==> src/rtl/absa_div.sv <==
module absa_div (
   input  logic        clock,
   input  logic        reset,
   input  logic        start,
   input  logic [63:0] dividend,
   input  logic [32:0] divisor,
   output logic        busy,
   output logic [63:0] quotient
);

   logic [63:0] num_ff;
   logic [32:0] den_ff;
   logic [32:0] rem_ff;
   logic [5:0]  cnt_ff;
   logic        busy_ff;
   logic [33:0] shifted;
   logic        take;

   // Restoring division, one quotient bit per cycle.
   assign shifted = {rem_ff, num_ff[63]};
   assign take    = (shifted >= {1'b0, den_ff});

   always_ff @(posedge clock) begin
      if (reset) begin
         busy_ff <= 1'b0;
         cnt_ff  <= '0;
      end else if (start) begin
         busy_ff <= 1'b1;
         cnt_ff  <= '0;
      end else if (busy_ff) begin
         cnt_ff <= cnt_ff + 6'd1;
         if (cnt_ff == 6'd63) begin
            busy_ff <= 1'b0;
         end
      end
   end

   always_ff @(posedge clock) begin
      if (start) begin
         num_ff <= dividend;
         den_ff <= divisor;
         rem_ff <= '0;
      end else if (busy_ff) begin
         num_ff <= {num_ff[62:0], take};
         if (take) begin
            rem_ff <= 33'(shifted - {1'b0, den_ff});
         end else begin
            rem_ff <= shifted[32:0];
         end
      end
   end

   assign busy     = busy_ff;
   assign quotient = num_ff;

endmodule

==> config.mk <==
export PLATFORM = sky130hd
export DESIGN_NAME = absa_div
export DESIGN_NICKNAME = d
export VERILOG_FILES = /design/src/rtl/absa_div.sv
export SDC_FILE = /design/constraint.sdc
export NUM_CORES = 1
export LEC_CHECK = 0
export BUFFER_PORTS_ARGS = -buffer_cell sky130_fd_sc_hd__buf_4
export CORE_MARGIN = 2
export CORE_UTILIZATION = 59
export DETAILED_ROUTE_END_ITERATION = 6
export PLACE_DENSITY = 0.94
export SLEW_MARGIN = 10
export SYNTH_ARGS = -nofsm -noshare
export SYNTH_HDL_FRONTEND = slang
export SYNTH_SLANG_ARGS = --single-unit
==> constraint.sdc <==
create_clock -name clock -period 7.75 [get_ports clock]
set_input_delay 0.775 -clock clock [delete_from_list [all_inputs] [get_ports clock]]
set_output_delay 0.775 -clock clock [all_outputs]
set_load 0.005 [all_outputs]
-- After elaboration in Yosys (flattened, before gate mapping)
Cells that the tools add are included.
- add/subtract/negate cells: 2
- reductions and logical operators: 2
- mux-type cells: 6
- equal/unequal tests: 1
- order comparisons: 1
- operator list (cell ; number):
    $mux W64 ; 2
    $ge A34 B33 Y1 ; 1
    $mux W33 ; 1
    $sub A33 B33 Y33 ; 1
    $add A6 B1 Y6 const B ; 1
    $eq A6 B6 Y1 const B ; 1
    $mux W1 ; 3
    $reduce_bool A2 Y1 ; 1
    $reduce_or A2 Y1 ; 1
- output and inout port bits: 65
- flip-flop bits (word level): 137
- word-level logic and storage cells: 17
- input port bits: 100

-- Depth between registers and ports, before layout
- word-level depth: 4
- mapped depth: 14
- mapped depth without buffers: 12

-- Least setup slack after synthesis
Ideal clock, no wire load.
- path kind: input port to flip-flop
- start: in start
- end: reg num_ff[0] (netlist: quotient[0]) (enable)
- stages: 3
- required time: 7332 ps
- buffers on the path: 1
- setup slack: 4900 ps
- arrival time: 2432 ps
- cells stage by stage: clkbuf_1 > nor2_1 > inv_1
- cells in the longest elaborated chain, start to end: 1
- ends and longest elaborated chain (item ; RTL line ; source):
    start, declared ; 4 ; input logic start,
    $reduce_bool A2 Y1 (no line) ; - ;
    end signal, assigned ; 40 ; num_ff <= dividend;
    end signal, assigned ; 44 ; num_ff <= {num_ff[62:0], take};
    end, declared ; 11 ; logic [63:0] num_ff;
Every way passes these cells.
A chain may end at the register's enable or synchronous reset.

-- Final worst setup path
- start: reg num_ff[63] (netlist: quotient[63])
- end: reg rem_ff[1]
- cells in the longest elaborated chain, start to end: 2
- elaborated cells on any way between the ends: 3
- ends and longest elaborated chain (item ; RTL line ; source):
    $sub A33 B33 Y33 / $ge A34 B33 Y1 (equally long branches) ; 46, 21 ;
    $mux W33 * ; 45 ; if (take) begin
    end signal, assigned ; 46 ; rem_ff <= 33'(shifted - {1'b0, den_ff});
    end signal, assigned ; 48 ; rem_ff <= shifted[32:0];
    end, declared ; 13 ; logic [32:0] rem_ff;
Mark *: on every way between the ends. The rest lies on a longest branch, timed or not.

==> results.yml <==
logic_synthesis:
  syn_inst: 666
  netlist_top_cells_area: "edfxtp_1 39%, dfxtp_1 11%, mux2_2 9.6%, ha_1 5.7%, mux2i_1 3.0%"
  synth_seq_cells: 137
  synth_nets: 801
  synth_warnings: 0
  yosysTopAreaCell: "edfxtp_1"
  synth.distinct_cells: 63
  yosys.area.top_type_share_pct: 39.2
  ys_top_cells_by_count: "97 x edfxtp_1, 63 x mux2_2, 51 x nor2_1"
  synthArstFlopShare_pct: 0
  synth_area_um2: 7430
  synth.avg_cell_area_um2: 11.2
  synthFlopType: "edfxtp_1"
  synth_edf_count: 97
  synthMostInstantiatedCell: "edfxtp_1"
  synth.yosys.seq_area_share_pct: 50.0
die:
  io-pin-count: 165
  die-area_um2: 13500
  fp.dieW_um: 116
  rows: 40
  start_util_pct: 61.1
  core-area_um2: 12200
  dieHeight_um: 116
clock_network:
  cts_setup_buffers: 0
  cts_max_level: 4
  clk_path_buf_depth: 2
  clock-root-buffer: "clkbuf_16"
  cts.sinks: 137
  clkLatencyLatePin_ps: 430
  ctsHoldBuffers: 0
  clk_pin_slew_ps: 60
  cts_buffers: 17
  cts.repair.resized: 0
  tritoncts: "yes"
sta:
  finalHoldViolations: 0
  slew_viol_final: 0
  tightestPinTransition_ps: 993
  period_share_pct: 47.6
  max_freq_mhz: 271
  fin_setup_tns_ps: 0
  maxSlewHeadroom_pct: 33.8
  rsz0062_at_grt: "false"
  setup_viol: 0
  final.setup_skew_ps: 11.9
  fin_ws_ps: 4060
  fin_crit_ps: 3690
grt:
  grt_use_total_pct: 29.5
  grt_max_degree: 81
  grt_pass1_wl_um: 30600
  antenna_found_initial: 0
  gr-total-overflow: 0
  grt_pass1_vias: 6142
setup_path:
  start_kind: "flip-flop"
  crit_fanout: 24
  cp-end-kind: "flip-flop"
  arrival_ps: 4010
  required_ps: 8070
  path_class: "reg2reg"
route:
  totalWireLength_um: 19100
  dr.pass1.iters: 7
  drt_iter0_markers: 459
  vias_per_cell: 5.92
  post_drt_wl_per_cell_um: 19.1
  via_count: 5923
  drtAntennaViolNets: 0
  drc: 2
final_layout:
  nets: 954
  drive_above_1_share_pct: 33.2
  syn_to_final_growth_pct: 25.7
  fin_cells: 1000
  antenna_cells: 0
run:
  drv_cap: 0
placement:
  portBuffers: 164
  place.detailed.hpwl_um: 13300
  place_ws_ps: 4150
  place_inst: 968
  routabilityCongestion: 0.928
run_status:
  violations: "design-rule violations"
  status: "finished, violations left"
pwr:
  ir_worst_vdd_uv: 212
  power.total_mw: 2.14
  power_density_nw_per_um2: 230
  power_leakage_nw: 3.98
worst_hold_path:
  hp-class: "in2reg"
## per-stage QoR
stage	cell area (um2)	utilization (%)	hold slack (ps)
after detailed placement	8730	71.7	493
after global placement	8730	71.7	468
after global routing	9340	76.8	496
after CTS	9340	76.8	490
final	9340	76.8	502
after floorplan	7430	-	450
## layout by cell type (no fill, tap or decap), types with 5 or more instances in the layout
cell type	n
nand2b_1	5
a211oi_1	21
inv_1	42
buf_4	169
edfxtp_1	97
clkbuf_16	17
a21oi_1	39
o21ai_1	6
nand2_1	39
o21ai_0	26
nor2b_1	5
mux2i_1	22
mux2_2	63
ha_1	34
nor3_1	6
a32oi_1	5
xor2_1	14
xnor2_1	17
nand4_1	12
nor2_1	51
a21o_1	6
nand3_1	11
dfxtp_1	39
## registers in the layout, indices dropped and copies added, names as in the netlist
register  cells
cnt_ff        6
quotient     64
rem_ff       33
busy          1
den_ff       33
## area by class of cell
cell class / count / area (um2)
Clock inverter: 12 / 165
Clock buffer: 20 / 447
Multi-Input combinational cell: 451 / 3370
Inverter: 43 / 161
Tap cell: 168 / 210
Fill cell: 732 / 2820
Sequential cell: 137 / 3710
Timing Repair Buffer: 169 / 1270
## report_power, final
| part | leakage, nW | internal, mW | switching, mW |
|---|---|---|---|
| Combinational | 2.40 | 0.196 | 0.205 |
| Sequential | 1.29 | 0.859 | 0.0391 |
| Clock | 0.288 | 0.519 | 0.327 |
| Total | 3.98 | 1.57 | 0.571 |
## logic make-up (layout without fill, tap and decap cells)
kind of cell    after synthesis  in the layout  synth area share (%)
simple gates                158            158                  10.4
compound gates              142            142                  12.8
xor+xnor                     31             31                  3.66
mux                          85             85                  12.5
flops                       137            137                  50.0
fa+ha+maj                    35             35                  6.00
buf+inv                      78            244                  4.63
## critical path, cell delays in order, from the launching register on
cell and delay, ps:
edfxtp_1 420, inv_1 90, ha_1 190, inv_1 80, fa_1 410, a21o_1 240
a311o_1 390, nand3_1 80, and3b_1 200, a211oi_2 110, a21oi_4 490, buf_4 440
mux2i_1 140, a211oi_1 290
## path summary, 6_finish.rpt
kind	from	endpoint	slack, ps	cells past startpoint
max	quotient[63]	rem_ff[1]	4060	13
min	reset	busy	500	2
max reg2reg	quotient[63]	rem_ff[1]	4060	13
min reg2reg	cnt_ff[5]	cnt_ff[5]	500	2
## routing by layer
metal | routed length [um] | part of all wire, % | track usage (%)
met1 | 7030 | 37 | 33.9
met2 | 10000 | 52 | 52.0
met3 | 1650 | 8.6 | 9.65
met4 | 437 | 2.3 | 10.2
met5 | 0 | 0 | 0
Note: power is estimated with default switching activity, not from simulation.
