==> src/rtl/absa_sqrt.sv <==
module absa_sqrt (
   input  logic        clock,
   input  logic        reset,
   input  logic        start,
   input  logic [64:0] radicand,
   output logic        busy,
   output logic [32:0] root
);

   logic [65:0] rad_ff;
   logic [34:0] rem_ff;
   logic [32:0] root_ff;
   logic [5:0]  cnt_ff;
   logic        busy_ff;
   logic [36:0] shifted;
   logic [36:0] trial;
   logic        take;

   // One result bit per cycle: bring down two radicand bits and try the next root bit.
   assign shifted = {rem_ff, rad_ff[65:64]};
   assign trial   = {2'b00, root_ff, 2'b01};
   assign take    = (shifted >= trial);

   always_ff @(posedge clock) begin
      if (reset) begin
         busy_ff <= 1'b0;
         cnt_ff  <= '0;
      end else if (start) begin
         busy_ff <= 1'b1;
         cnt_ff  <= '0;
      end else if (busy_ff) begin
         cnt_ff <= cnt_ff + 6'd1;
         if (cnt_ff == 6'd32) begin
            busy_ff <= 1'b0;
         end
      end
   end

   always_ff @(posedge clock) begin
      if (start) begin
         rad_ff  <= {1'b0, radicand};
         rem_ff  <= '0;
         root_ff <= '0;
      end else if (busy_ff) begin
         rad_ff <= {rad_ff[63:0], 2'b00};
         if (take) begin
            rem_ff  <= 35'(shifted - trial);
            root_ff <= {root_ff[31:0], 1'b1};
         end else begin
            rem_ff  <= shifted[34:0];
            root_ff <= {root_ff[31:0], 1'b0};
         end
      end
   end

   assign busy = busy_ff;
   assign root = root_ff;

endmodule

==> config.mk <==
export PLATFORM = sky130hd
export DESIGN_NAME = absa_sqrt
export DESIGN_NICKNAME = d
export VERILOG_FILES = /design/src/rtl/absa_sqrt.sv
export SDC_FILE = /design/constraint.sdc
export NUM_CORES = 1
export LEC_CHECK = 0
export ABC_AREA = 1
export BUFFER_PORTS_ARGS = -buffer_cell sky130_fd_sc_hd__clkbuf_2
export CAP_MARGIN = 10
export CORE_MARGIN = 1
export CORE_UTILIZATION = 54
export CTS_CLUSTER_DIAMETER = 200
export DETAILED_ROUTE_END_ITERATION = 16
export GPL_TIMING_DRIVEN = 0
export HOLD_SLACK_MARGIN = 0.08
export PLACE_DENSITY = 0.75
export SLEW_MARGIN = 30
export SYNTH_ARGS = -nofsm -noshare
export SYNTH_HDL_FRONTEND = slang
export SYNTH_SLANG_ARGS = --single-unit
==> constraint.sdc <==
create_clock -name clock -period 2.95 [get_ports clock]
set_input_delay 0.295 -clock clock [delete_from_list [all_inputs] [get_ports clock]]
set_output_delay 0.295 -clock clock [all_outputs]
set_load 0.05 [all_outputs]
# Word-level counts from Yosys, hierarchy flattened
# Cells that the tools add are included.
# classes
addsub	2
n_lt_le_gt_ge	1
eq_ne	1
muxes	7
reduce_logical	2
# ops
op	n
$mux 65	2
$ge 37x35->1	1
$mux 35	1
$sub 35x35->35	1
$add 6x1->6 const B	1
$eq 6x6->1 const B	1
$mux 1	4
$reduce_bool 2->1	1
$reduce_or 2->1	1
# totals
register_bits	141
word_cells	19

# Logic depth before layout (Yosys ltp)
# Gate-level depths: netlist (run 1).
# depth
ltp_word	4
ltp_mapped	17

# Least setup slack after synthesis (run 1)
# No wires, ideal clock.
# synth_path
kind	reg2reg
from	register busy_ff, in the netlist busy
to	register rad_ff[0] (enable)
setup_time_ns	0.455
t_arrival_ns	3.166
path_slack_ns	-0.671
path_stages_with_launch	5
period_less_slack_ns	3.621
cell_sequence	dfxtp_1 inv_1 clkbuf_1 nand2_1 clkbuf_1
# synth_between
elab_chain_len	1
# synth_lines
item	line	rtl
start: declaration	14	logic busy_ff;
start signal: assignment	26	busy_ff <= 1'b0;
start signal: assignment	29	busy_ff <= 1'b1;
start signal: assignment	34	busy_ff <= 1'b0;
$reduce_bool 2->1 (no source line)	n/a	
end signal: assignment	41	rad_ff <= {1'b0, radicand};
end signal: assignment	45	rad_ff <= {rad_ff[63:0], 2'b00};
end: declaration	10	logic [65:0] rad_ff;
# Every way passes these cells.
# A chain may end at the register's enable or synchronous reset.

# Final worst setup path (run 1)
# layout_path
from	register root_ff[17], in the netlist root[17]
to	register rem_ff[15]
# layout_between
elab_chain_len	2
# layout_lines
item	line	rtl
start: declaration	12	logic [32:0] root_ff;
start signal: assignment	48	root_ff <= {root_ff[31:0], 1'b1};
start signal: assignment	51	root_ff <= {root_ff[31:0], 1'b0};
$ge 37x35->1	22	assign take = (shifted >= trial);
$mux 35	46	if (take) begin
end signal: assignment	47	rem_ff <= 35'(shifted - trial);
end signal: assignment	50	rem_ff <= shifted[34:0];
end: declaration	11	logic [34:0] rem_ff;
# Every way passes these cells.

==> flow_summary_export.csv, run 1 <==
group,metric,value,unit
outcome,outcome,"complete, no violations",
synth,synthAdderAreaFrac,5.34,%
synth,synth_cell_types,38,
timing,setup_viol,0,
setup_path,critPathLaunchType,"flop",
cts,numCtsBuffers,17,
cts,clk_pin_slew,70,ps
synth,synth_compound_area_share,5.54,%
setup_path,cpPeakStageDelay,500,ps
timing,final_max_slew_viol_count,0,
cts,cts_tree,"yes",
setup_path,cp_cell_sequence,"inv_1, ha_1, nand2_1, nor2_2, nand2_2, nor2_4, nand2_1, o21ai_1, nor2_1, buf_2, nand4_1, nand3_1, nand2_1, inv_1",
floorplanning,die_h,129,um
detailed_routing,firstDrtPassIters,5,
floorplanning,rows,45,
timing,hold_viol_final,0,
floorplanning,ios,102,
detailed_routing,wl,23500,um
final_layout,layout_common_cells,"nand2_1, inv_1, clkbuf_2",
global_route,grt_usage,30.2,%
job,cap_violations,0,
timing,setup_ws,306,ps
timing,rsz0062_at_grt,"no",
final_layout,area_growth,16.5,%
cts,cts_setup_buffers,0,
final_layout,fin_util,65.5,%
detailed_routing,ant_nets,0,
synth,synthCells,1271,
synth,synth_top_cell_by_area,"edfxtp_1",
synth,syn-num-nets,1376,
synth,seq_area_frac_synth,40.1,%
placed_design,place_area,9470,um^2
final_layout,final_common_cell,"nand2_1",
synth,synthTopCellsByArea,"edfxtp_1, nand2_1, dfxtp_1",
detailed_routing,avgRoutedWirePerCell,14.5,um
timing,slew_headroom,52.0,%
timing,worst_pin_slew,720,ps
setup_path,critPathKind,"reg -> reg",
floorplanning,die_width,129,um
cts,root_buffer,"clkbuf_16",
synth,synth.mux.area_fraction,0,%
final_layout,antenna_cells,0,
floorplanning,initial_core_util,56.2,%
setup_path,r2r_setup_slack,310,ps
setup_path,path_buf_inv,3,
detailed_routing,routed-via-count,8311,
final_layout,final_area,10100,um^2
final_layout,nets,1497,
global_route,grt_max_degree,52,
setup_path,required,3320,ps
placed_design,port_buffers,101,
cts,clock-sinks,141,
synth,synth_xor_area_share,1.52,%
setup_path,crit_fanout,10,
floorplanning,fp.dieArea,16600,um^2
setup_path,cpMaxStageDelayCell,"nor2_1",
cts,cts_resized,0,
global_route,grt_antenna_before_repair,0,
cts,ctsHtreeMaxLevel,4,
synth,yosys_warnings,0,
setup_path,cp.arrival,3010,ps
detailed_routing,viasPerCell,5.14,
synth,syn_area,8670,um^2
setup_path,crit_family,"simple AND/OR/NAND/NOR gates",
hold_path,worst_hold_path_type,"in -> reg",
synth,synth_area_per_cell,6.82,um^2
timing,fin_tns_setup,0,ps
detailed_routing,drtIter0Drc,668,
detailed_routing,drcViolationCount,0,
global_route,gr-total-overflow,0,
placed_design,routabilityCongestion,0.949,
placed_design,hpwl,18200,um
final_layout,n_fill_cell,1440,
global_route,grt_pass1_wl,38200,um
cts,cts_max_path_buffers,2,
final_layout,drive_gt1_share,12.0,%
setup_path,worstSetupEndpointType,"flop",
global_route,grt_pass1_vias,7920,
timing,fmax,378,MHz
timing,fin_crit_sh,89.6,%
cts,postCtsHoldBufs,0,
cts,clock_latency,430,ps
synth,synth-seq-cells,141,
synth,synth_top_area_share,22.5,%
synth,synth_simple_gate_area_share,37.1,%
final_layout,multi_input_area,4290,um^2
final_layout,register_area,3470,um^2
timing,finClkSkew,15.6,ps
placed_design,dp_slack,428,ps
timing,finalCriticalPeriod,2640,ps
setup_path,cpMostUsedCell,"nand2_1",
floorplanning,core_area,15400,um^2
synth,synth_top_family_by_area,"simple AND/OR/NAND/NOR gates",
[logic make-up (layout without fill, tap and decap cells)]
logic type / after synthesis / after routing
DFF: 141 / 141
xor gates and xnor gates: 15 / 15
AOI/OAI and AO/OA: 82 / 82
buffers and inverters: 232 / 366
adders and majority gates: 37 / 37
and+or+nand+nor: 764 / 764
[final timing paths]
path	end	cells after the start	start
worst min register to register	rad_ff[65]	2	rad_ff[63]
worst max register to register	rem_ff[15]	14	root[17]
worst min-delay path	rad_ff[43]	3	radicand[43]
worst max-delay path	rem_ff[15]	14	root[17]
[stage by stage]
| step | hold WS (ps) | cells |
|---|---|---|
| after floorplan | 422 | 1271 |
| after global placement | 432 | 1583 |
| after detailed placement | 439 | 1584 |
| after CTS | 129 | 1616 |
| after global routing | 133 | 1616 |
| final | 134 | 1616 |
[registers in the layout, indices dropped and copies added, names as in the netlist]
register,flops
cnt_ff,6
rem_ff,35
rad_ff,66
root,33
busy,1
[cells in the mapped netlist]
master and count:
buf_6 4, buf_2 6, clkbuf_1 28, o21ai_0 8, nand4_1 43, o311ai_0 1, ha_1 37, a21oi_1 27
nand3_1 82, xor2_1 14, o21ai_1 3, nor3_1 7, buf_1 6, inv_1 186, nor3b_1 3, nor4_1 2
o211ai_1 2, nor2_1 75, inv_2 2, dfxtp_1 76, nor2_2 11, a211oi_1 1, and2_1 3, nand2_4 1
o21bai_1 5, edfxtp_1 65, a31oi_1 1, nand3b_1 7, xnor2_1 1, nor3_2 1, a21boi_0 1, nand4_2 1
nor2_4 1, o22ai_1 32, nand2_2 7, nand2_1 519, a21o_1 1, nand2b_1 1
[final cells by class]
cell class / count / area share (%)
Timing Repair Buffer: 102 / 5.28
Clock inverter: 15 / 2.03
Sequential cell: 141 / 34.4
Tap cell: 211 / 2.61
Clock buffer: 17 / 4.21
Buffer: 44 / 2.04
Inverter: 188 / 6.99
Multi-Input combinational cell: 898 / 42.5
[tightest hold or removal path, cell delays in order]
cell and delay, ps:
clkbuf_2 80, nand2_1 40, nand2_1 50
[per-layer routing]
layer  vias to the layer above  track usage [%]  part of all wire, %
met5                         -                0                    0
met4                         0             11.1                  2.3
met3                        34             4.99                  5.2
met2                       249             53.1                   48
met1                      3733             37.2                   44
li1                       4295                -                    -
Power of run 1 is not shown: default switching activity piles up to over one toggle a cycle in this logic, so the estimate is an artifact.
==> run 2, diff against run 1 <==
--- a/config.mk
+++ b/config.mk
@@ -12,9 +12,10 @@
 export CORE_UTILIZATION = 54
 export CTS_CLUSTER_DIAMETER = 200
 export DETAILED_ROUTE_END_ITERATION = 16
-export GPL_TIMING_DRIVEN = 0
+export GPL_TIMING_DRIVEN = 1
 export HOLD_SLACK_MARGIN = 0.08
 export PLACE_DENSITY = 0.75
+export SETUP_SLACK_MARGIN = 0.1
 export SLEW_MARGIN = 30
 export SYNTH_ARGS = -nofsm -noshare
 export SYNTH_HDL_FRONTEND = slang
==> run 2 against run 1 <==
Effect of this change:
- register-to-register slack gained 180 ps
- final cell count shrank 2.0%
- die area is the same
- critical endpoint is now rem_ff[5]
==> flow_summary_export.csv, run 2 (synthesized netlist as in run 1, its figures left out) <==
group,metric,value,unit
outcome,outcome,"complete, no violations",
global_route,grt_usage,28.6,%
timing,worst_pin_slew,734,ps
setup_path,cp.arrival,2840,ps
detailed_routing,drcViolationCount,0,
timing,finalCriticalPeriod,2460,ps
floorplanning,die_width,129,um
detailed_routing,wl_met3,1240,um
timing,fin_tns_setup,0,ps
setup_path,critPathKind,"reg -> reg",
placed_design,routabilityCongestion,0.935,
timing,hold_viol_final,0,
setup_path,required,3330,ps
final_layout,largest-register,"rad_ff",
floorplanning,fp.dieArea,16600,um^2
final_layout,area_growth,14.5,%
floorplanning,rows,45,
cts,numCtsBuffers,17,
placed_design,hpwl,16300,um
detailed_routing,drtIter0Drc,511,
floorplanning,initial_core_util,56.2,%
cts,clock_latency,430,ps
cts,postCtsHoldBufs,0,
global_route,grt_antenna_before_repair,0,
floorplanning,core_area,15400,um^2
cts,cts_max_path_buffers,2,
timing,final_max_slew_viol_count,0,
hold_path,worst_hold_path_type,"in -> reg",
detailed_routing,firstDrtPassIters,6,
job,cap_violations,0,
final_layout,fin_cells,1584,
global_route,grt_pass1_wl,36800,um
detailed_routing,ant_nets,0,
detailed_routing,viasPerCell,5.14,
global_route,grt_max_degree,75,
cts,root_buffer,"clkbuf_16",
floorplanning,ios,102,
placed_design,dp.cells,1552,
final_layout,nets,1465,
timing,finClkSkew,10.8,ps
final_layout,largest_reg_flops,66,
timing,whs,122,ps
final_layout,final_common_cell,"nand2_1",
setup_path,critPathLaunchType,"flop",
detailed_routing,avgRoutedWirePerCell,14.0,um
final_layout,antenna_cells,0,
setup_path,crit_fanout,19,
detailed_routing,topRoutingLayerUsed,"met4",
timing,rsz0062_at_grt,"no",
detailed_routing,wl,22200,um
detailed_routing,routed-via-count,8139,
final_layout,layout_common_cells,"nand2_1, inv_1, clkbuf_2",
final_layout,drive_gt1_share,12.6,%
cts,ctsHtreeMaxLevel,4,
detailed_routing,drt-met1-wl,10000,um
timing,setup_viol,0,
global_route,grt_pass1_vias,7687,
timing,fin_crit_sh,83.5,%
global_route,gr-total-overflow,0,
placed_design,port_buffers,101,
cts,clk_pin_slew,70,ps
final_layout,fin_util,64.4,%
detailed_routing,wl_met2,10200,um
floorplanning,die_h,129,um
timing,slew_headroom,51.0,%
cts,cts_tree,"yes",
setup_path,worstSetupEndpointType,"flop",
timing,fmax,406,MHz
cts,clock-sinks,141,
run 2: cell count changes in the layout (fill, tap and decap cells not counted), sizes merged:
cell,change
clkinv,-1
inv,+3
clkbuf,-27
bufinv,-3
buf,-4
run 2: layout make-up:
type | instances | area (um^2)
Inverter | 188 | 706
Clock buffer | 18 | 429
Timing Repair Buffer | 114 | 628
Sequential cell | 141 | 3470
Fill cell | 1477 | 5500
Clock inverter | 14 | 124
Tap cell | 211 | 264
Multi-Input combinational cell | 898 | 4300
run 2: critical path, stage by stage, from the launching register on:
cell and delay (ps):
dfxtp_1 360, inv_1 70, ha_1 370, o21ai_1 100
nand2_1 140, nand2_1 90, nand2_1 120, nand2_1 100
nand2_2 90, nand2_1 110, nand2_1 110, nand2_4 200
buf_12 190, nand4_1 110, nand3_1 130, nand2_1 50
inv_1 60
run 2: what timing repair did:
| item | 4_1_cts | 5_1_grt |
|---|---|---|
| gates resized for setup | 0 | 1 |
| setup endpoints to repair | 0 | 1 |
| setup buffers | 0 | 0 |
| endpoints found under the hold margin | 0 | 0 |
run 2: stage by stage:
stage | area (um^2) | setup slack [ps]
2_1_floorplan | 8670 | 383
3_3_place_gp | 9370 | 524
3_5_place_dp | 9370 | 432
4_1_cts | 9920 | 414
5_1_grt | 9930 | 188
6_report | 9930 | 488
run 2: routing by layer:
layer,track usage [%],vias to the layer above
met5,0,-
li1,-,4214
met3,5.78,49
met4,12.9,0
met1,35.9,3621
met2,47.4,255
run 2: worst paths after layout:
check / slack [ps] / end / startpoint / depth (start not counted)
setup / recovery: 490 / rem_ff[5] / root[0] / 16
hold / removal: 120 / rad_ff[0] / radicand[0] / 3
setup reg to reg: 490 / rem_ff[5] / root[0] / 16
hold reg to reg: 430 / rad_ff[65] / rad_ff[63] / 2
Power of run 2 is left out for the same reason.
